==> src/sv/qts_pkg.sv <==
package qts_pkg;

	localparam int unsigned MAX_LINE_LEN = 255;

	localparam logic [7:0] CH_SPACE = 8'h20;
	localparam logic [7:0] CH_DOT   = 8'h2E;
	localparam logic [7:0] CH_QUOTE = 8'h22;
	localparam logic [7:0] CH_NUL   = 8'h00;

	localparam logic [6:0] MAX_TOKENS_RESET = 7'd8;

	typedef enum logic [1:0] {
		STATUS_OK       = 2'd0,
		STATUS_OVERFLOW = 2'd1,
		STATUS_UNCLOSED = 2'd2
	} status_t;

	typedef struct packed {
		logic [7:0] char_code;
		logic       last_char;
	} beat_t;

	typedef struct packed {
		logic [7:0] pos;
		logic       tok_open;
		logic [7:0] open_start;
		logic [7:0] open_len;
		logic [7:0] started;
		logic       in_quote;
		logic       line_fin;
	} scan_state_t;

	typedef struct packed {
		logic       valid;
		logic       token_valid;
		logic [7:0] token_start;
		logic [7:0] token_length;
		logic       line_done;
		status_t    line_status;
		logic [7:0] token_count;
	} result_t;

endpackage

==> src/sv/qts_in_reg.sv <==
module qts_in_reg (
	input  logic          clk,
	input  logic          arst_n,
	input  logic          in_valid,
	output logic          in_stall,
	input  logic [7:0]    char_code,
	input  logic          last_char,
	input  logic          adv,
	output logic          valid_s1,
	output qts_pkg::beat_t beat_s1
);

	logic          vld_s1;
	qts_pkg::beat_t data_s1;

	// hold the beat while the scanner cannot retire it
	assign in_stall = vld_s1 && !adv;

	always_ff @(posedge clk or negedge arst_n) begin
		if (!arst_n) begin
			vld_s1 <= 1'b0;
		end else if (!in_stall) begin
			vld_s1 <= in_valid;
		end
	end

	always_ff @(posedge clk) begin
		if (in_valid && !in_stall) begin
			data_s1.char_code <= char_code;
			data_s1.last_char <= last_char;
		end
	end

	assign valid_s1 = vld_s1;
	assign beat_s1  = data_s1;

endmodule

==> src/sv/qts_scan.sv <==
module qts_scan (
	input  logic             clk,
	input  logic             arst_n,
	input  logic             valid_s1,
	input  qts_pkg::beat_t   beat_s1,
	input  logic [6:0]       max_tokens,
	input  logic             out_ready,
	output logic             adv,
	output qts_pkg::result_t res
);

	qts_pkg::scan_state_t st_q;
	qts_pkg::scan_state_t st_nx;

	always_comb begin
		logic       opens;
		logic       over;
		logic       done;
		logic       emit;
		logic [7:0] es;
		logic [7:0] el;
		logic       is_sep;
		logic [7:0] c;
		logic       last;

		c      = beat_s1.char_code;
		last   = beat_s1.last_char;
		st_nx  = st_q;
		opens  = 1'b0;
		over   = 1'b0;
		done   = 1'b0;
		emit   = 1'b0;
		es     = 8'd0;
		el     = 8'd0;
		is_sep = (c == qts_pkg::CH_SPACE) || (c == qts_pkg::CH_DOT);
		res    = '0;

		if (st_q.line_fin) begin
			// drop bytes until the buffer's last byte
			if (last) begin
				st_nx.line_fin = 1'b0;
			end
		end else begin
			if (c == qts_pkg::CH_NUL) begin
				done = 1'b1;
			end else begin
				if (is_sep && !st_q.in_quote) begin
					if (st_q.tok_open) begin
						emit = 1'b1;
						es   = st_q.open_start;
						el   = st_q.open_len;
					end
					st_nx.tok_open = 1'b0;
				end else if (c == qts_pkg::CH_QUOTE) begin
					st_nx.in_quote = !st_q.in_quote;
					if (st_q.in_quote) begin
						if (st_q.tok_open) begin
							emit = 1'b1;
							es   = st_q.open_start;
							el   = st_q.open_len + 8'd1;
						end
						st_nx.tok_open = 1'b0;
					end else begin
						opens = 1'b1;
					end
				end else if (!st_q.tok_open) begin
					opens = 1'b1;
				end
				if (opens) begin
					st_nx.tok_open   = 1'b1;
					st_nx.open_start = st_q.pos;
					st_nx.open_len   = 8'd0;
					st_nx.started    = st_q.started + 8'd1;
					over = st_nx.started > {1'b0, max_tokens};
				end
				if (st_nx.tok_open) begin
					st_nx.open_len = st_nx.open_len + 8'd1;
				end
				st_nx.pos = st_q.pos + 8'd1;
				if (over || last || (st_nx.pos >= 8'(qts_pkg::MAX_LINE_LEN))) begin
					done = 1'b1;
				end
			end

			if (done) begin
				if (over) begin
					res.line_status = st_nx.in_quote ? qts_pkg::STATUS_UNCLOSED
						: qts_pkg::STATUS_OVERFLOW;
				end else begin
					if (st_nx.tok_open) begin
						emit = 1'b1;
						es   = st_nx.open_start;
						el   = st_nx.open_len;
					end
					res.line_status = st_nx.in_quote ? qts_pkg::STATUS_UNCLOSED
						: qts_pkg::STATUS_OK;
				end
				res.token_count  = st_nx.started;
				st_nx.pos        = 8'd0;
				st_nx.tok_open   = 1'b0;
				st_nx.open_start = 8'd0;
				st_nx.open_len   = 8'd0;
				st_nx.started    = 8'd0;
				st_nx.in_quote   = 1'b0;
				st_nx.line_fin   = !last;
			end
		end

		res.valid        = emit || done;
		res.token_valid  = emit;
		res.token_start  = es;
		res.token_length = el;
		res.line_done    = done;
	end

	// a beat with no result retires even when the output is blocked
	assign adv = valid_s1 && (!res.valid || out_ready);

	always_ff @(posedge clk or negedge arst_n) begin
		if (!arst_n) begin
			st_q <= '0;
		end else if (adv) begin
			st_q <= st_nx;
		end
	end

endmodule

==> src/sv/quoted_token_splitter_core.sv <==
// A byte is registered in qts_in_reg; its scanned result is registered in out_q.
// Throughput: one byte per cycle unless out_stall holds a result, set by the scan step on st_q.
// A byte that gives no result retires without waiting for the output side.
// Reset (arst_n low, asynchronous): pipeline empty, no line open, max_tokens back to 8.
module quoted_token_splitter_core (
	input  logic       clk,
	input  logic       arst_n,
	input  logic       in_valid,
	output logic       in_stall,
	input  logic [7:0] char_code,
	input  logic       last_char,
	output logic       out_valid,
	input  logic       out_stall,
	output logic       token_valid,
	output logic [7:0] token_start,
	output logic [7:0] token_length,
	output logic       line_done,
	output logic [1:0] line_status,
	output logic [7:0] token_count,
	input  logic       cfg_we,
	input  logic [6:0] cfg_wdata
);

	logic [6:0]       max_tok_q;
	logic             valid_s1;
	qts_pkg::beat_t   beat_s1;
	logic             adv;
	logic             out_ready;
	qts_pkg::result_t res;
	logic             out_valid_q;
	qts_pkg::result_t out_q;

	always_ff @(posedge clk or negedge arst_n) begin
		if (!arst_n) begin
			max_tok_q <= qts_pkg::MAX_TOKENS_RESET;
		end else if (cfg_we) begin
			max_tok_q <= cfg_wdata;
		end
	end

	qts_in_reg u_in (
		.clk       (clk),
		.arst_n    (arst_n),
		.in_valid  (in_valid),
		.in_stall  (in_stall),
		.char_code (char_code),
		.last_char (last_char),
		.adv       (adv),
		.valid_s1  (valid_s1),
		.beat_s1   (beat_s1)
	);

	assign out_ready = !out_valid_q || !out_stall;

	qts_scan u_scan (
		.clk        (clk),
		.arst_n     (arst_n),
		.valid_s1   (valid_s1),
		.beat_s1    (beat_s1),
		.max_tokens (max_tok_q),
		.out_ready  (out_ready),
		.adv        (adv),
		.res        (res)
	);

	always_ff @(posedge clk or negedge arst_n) begin
		if (!arst_n) begin
			out_valid_q <= 1'b0;
		end else if (adv && res.valid) begin
			out_valid_q <= 1'b1;
		end else if (!out_stall) begin
			out_valid_q <= 1'b0;
		end
	end

	always_ff @(posedge clk) begin
		if (adv && res.valid) begin
			out_q <= res;
		end
	end

	assign out_valid    = out_valid_q;
	assign token_valid  = out_q.token_valid;
	assign token_start  = out_q.token_start;
	assign token_length = out_q.token_length;
	assign line_done    = out_q.line_done;
	assign line_status  = out_q.line_status;
	assign token_count  = out_q.token_count;

endmodule

==> config.mk <==
export PLATFORM = sky130hd
export DESIGN_NAME = quoted_token_splitter_core
export DESIGN_NICKNAME = d
export VERILOG_FILES = /design/src/sv/qts_pkg.sv /design/src/sv/qts_in_reg.sv /design/src/sv/qts_scan.sv /design/src/sv/quoted_token_splitter_core.sv
export SDC_FILE = /design/constraint.sdc
export NUM_CORES = 1
export LEC_CHECK = 0
export BUFFER_PORTS_ARGS = -buffer_cell sky130_fd_sc_hd__buf_2
export CAP_MARGIN = 20
export CELL_PAD_IN_SITES_DETAIL_PLACEMENT = 0
export CELL_PAD_IN_SITES_GLOBAL_PLACEMENT = 1
export CORE_MARGIN = 1
export CORE_UTILIZATION = 45
export DETAILED_ROUTE_END_ITERATION = 7
export HOLD_SLACK_MARGIN = 0.05
export PLACE_DENSITY = 0.78
export SLEW_MARGIN = 20
export SYNTH_ARGS = -nofsm -noshare
export SYNTH_HDL_FRONTEND = slang
export SYNTH_SLANG_ARGS = --single-unit
==> constraint.sdc <==
create_clock -name clk -period 12 [get_ports clk]
set_input_delay 1.2 -clock clk [delete_from_list [all_inputs] [get_ports clk]]
set_output_delay 1.2 -clock clk [all_outputs]
set_load 0.02 [all_outputs]
==> qor.txt <==
Count of warnings emitted by yosys - 0
Startpoint types - flop
Max Clock Skew - 0.0160 ns
Syn avg cell area - 10.1 sq um
Die outline width - 101 um
EDFF count, synth - 37
Worst R2R Start - u_scan.st_q[2]
Flops & latches, synth - 81
Max-Cap Viols - 0
Vias - 3486
Minimum clock period - 5.11 ns
Setup slack after layout - 6.89 ns
Status - finished clean
Placed cell count - 595
Worst reg2reg setup slack - 7.69 ns
Pre-CTS setup slack - 7.34 ns
Worst R2R End - u_in.beat_s1[3]
DRC - 0
Antenna violations before repair - 0
H-tree lvl count - 3
Drt total wl - 10300 um
Most frequent cells in the layout - buf_2 (50), dfrtp_1 (43), nand2_1 (38)
Register area share after synthesis - 0.501
Pwr dens - 151 nW/um^2
Final setup fails - 0
Largest net degree at the start of global routing - 45
Slew Viols, Final - 0
Reg clk slew, reported paths - 0.08 ns
Post-Synthesis Cell Area - 4410 sq um
Die H - 101 um
Crit path capture type - output pin
Post-CTS Resized - 0
CP max FO - 13
Min-Delay Path Depth - 1
Non-Filler Instances - 611
Slew margin rel. - 0.319
Area growth from synthesis to layout - 13.0%
Commonest non-fill, non-tap cell in the layout - buf_2
Initial DRC count - 212
Global Route met1 Usage - 0.315
Root Driver - clkbuf_8
Post-Syn Instances - 438
Cells along the critical path - ha_1 -> nand3_1 -> nor2_1 -> xor2_1 -> ha_1 -> and3_1 -> o31ai_1 -> a21oi_1 -> o22a_1 -> nor2_1 -> a211oi_1 -> buf_2
Hold-fix buffers, CTS - 0
CTS Buf Count - 9
Synth async-reset ratio - 0.543
GR peak layer - met2
Pre-Repair DR Iteration Count - 4
Final setup TNS - 0 ns
Met3 GRT Util - 0.0347
Met2 global-route usage - 0.332
R2R cell count - 12
P_leak - 0.00214 uW
Longest Clk Path Bufs - 2
Clock Latency Late Sink - 0.36 ns
FP Rows - 35
IO Port Bufs - 50
WP data required - 10.80 ns
ANT cells - 0
CTS tree - yes
Clock sink total - 81
Final instance area - 4990 sq um
CP delay by family, top - simple AND/OR/NAND/NOR gates
Nets@finish - 510
Slowest cell on the critical path - nor2_1
Fmax achieved - 0.196 GHz
Slew @ Worst Pin - 1.02 ns
CP bufs+invs - 1
Crit Path Class - reg2out
Final Hold Fails - 0
Vias in the first global route - 3251
Layout cells sized above 1 - 0.178
Hold worst-path end - u_scan.st_q[0]
Period utilization - 0.426
First-pass GRT wire length - 16900 um
DR vias/cell - 5.71
Crit path arrival time - 3.91 ns
Hold path start - u_in.valid_s1
Fillers - 890
GRT overflow - 0
Peak supply drop - 0.0000728 V
Max incr delay on CP - 0.73 ns
Die area - 10200 sq um
Synth Net Count - 471
Starting Density - 0.471
Post-DP HPWL - 7120 um
GPL Wtd Cong - 0.853
Hold Path Class - reg2reg
Routed Antenna Nets - 0
Post-CTS Setup Repair Bufs - 0
IO Count - 51
Netlist cell types - 68
Wire per inst - 16.9 um
Core area - 9370 sq um
Total GRT Usage - 0.219
Dpl cell area - 4740 sq um
RSZ-0062 raised after global routing - false
Primary FF master, synth - dfrtp_1
WHS - 0.476 ns
## final cells by class
type | count | area (sq um) | area share
clock buffers | 9 | 124 | 0.0248
well taps | 129 | 161 | 0.0324
inverters | 16 | 60.1 | 0.0120
multi-input cells | 316 | 2030 | 0.407
flip-flops and latches | 81 | 2210 | 0.444
clock inverters | 7 | 125 | 0.0251
repair buffers | 53 | 273 | 0.0547
## synth_stat cells (3+ instances only)
library cell,count,area [sq um]
dfrtp_1,43,1080
nand2_1,38,143
edfxtp_1,37,1110
nor2_1,36,135
o21ai_0,27,135
a21oi_1,25,125
a22o_1,20,175
nand3_1,19,95.1
clkbuf_1,17,63.8
inv_1,16,60.1
and3_1,15,93.8
ha_1,12,150
nor3_1,10,50.1
o31ai_1,10,75.1
xor2_1,9,78.8
or3_1,7,43.8
xnor2_1,7,61.3
a21o_1,6,45.0
a31oi_1,5,31.3
buf_2,5,25.0
nand2b_1,5,31.3
a211oi_1,3,22.5
and2_1,3,18.8
mux2_2,3,33.8
nor2b_1,3,18.8
nor4_1,3,18.8
## worst max-delay path by stage
stage	start	end	cells past startpoint
after floorplan	u_scan.st_q[2]	line_done	12
after global placement	u_scan.st_q[2]	in_stall	12
after detailed placement	u_scan.st_q[2]	in_stall	12
after CTS	u_scan.st_q[2]	in_stall	12
after global routing	u_scan.st_q[2]	in_stall	12
final	u_scan.st_q[2]	in_stall	12
## flip-flops by register name, indices dropped and copies added (netlist names)
register and count:
out_valid 1, line_status 2, token_start 8, u_scan.st_q 35, token_valid 1, token_length 8, u_in.beat_s1 9, u_in.valid_s1 1
max_tok_q 7, line_done 1, token_count 8
## power by group
group	switching, uW	internal [uW]
registers	32.8	319
logic	94.3	55.7
clock network	110	140
## per-stage QoR
step	utilization	total power (uW)
global route	0.532	789
detailed placement	0.505	507
CTS	0.532	756
floorplan	-	459
global placement	0.505	503
finish	0.532	752
## logic make-up (layout without fill, tap and decap cells)
logic type	Yosys count	in the layout	synth area share
AO/OA/AOI/OAI	126	126	0.200
XOR/XNOR	16	16	0.0317
adder cells (fa/ha/maj)	12	12	0.0340
buffers and inverters	41	85	0.0397
flip-flops	81	81	0.501
multiplexers	4	4	0.00992
AND/OR/NAND/NOR	158	158	0.184
## metal layers
layer  wire (um)  up-vias  part of all wire
met5           0        -                 0
met4         181        0             0.017
li1            -     1710                 -
met3         317       14             0.031
met1        4930     1687              0.48
met2        4920       75              0.48
Power figures use the tool's default switching activity.
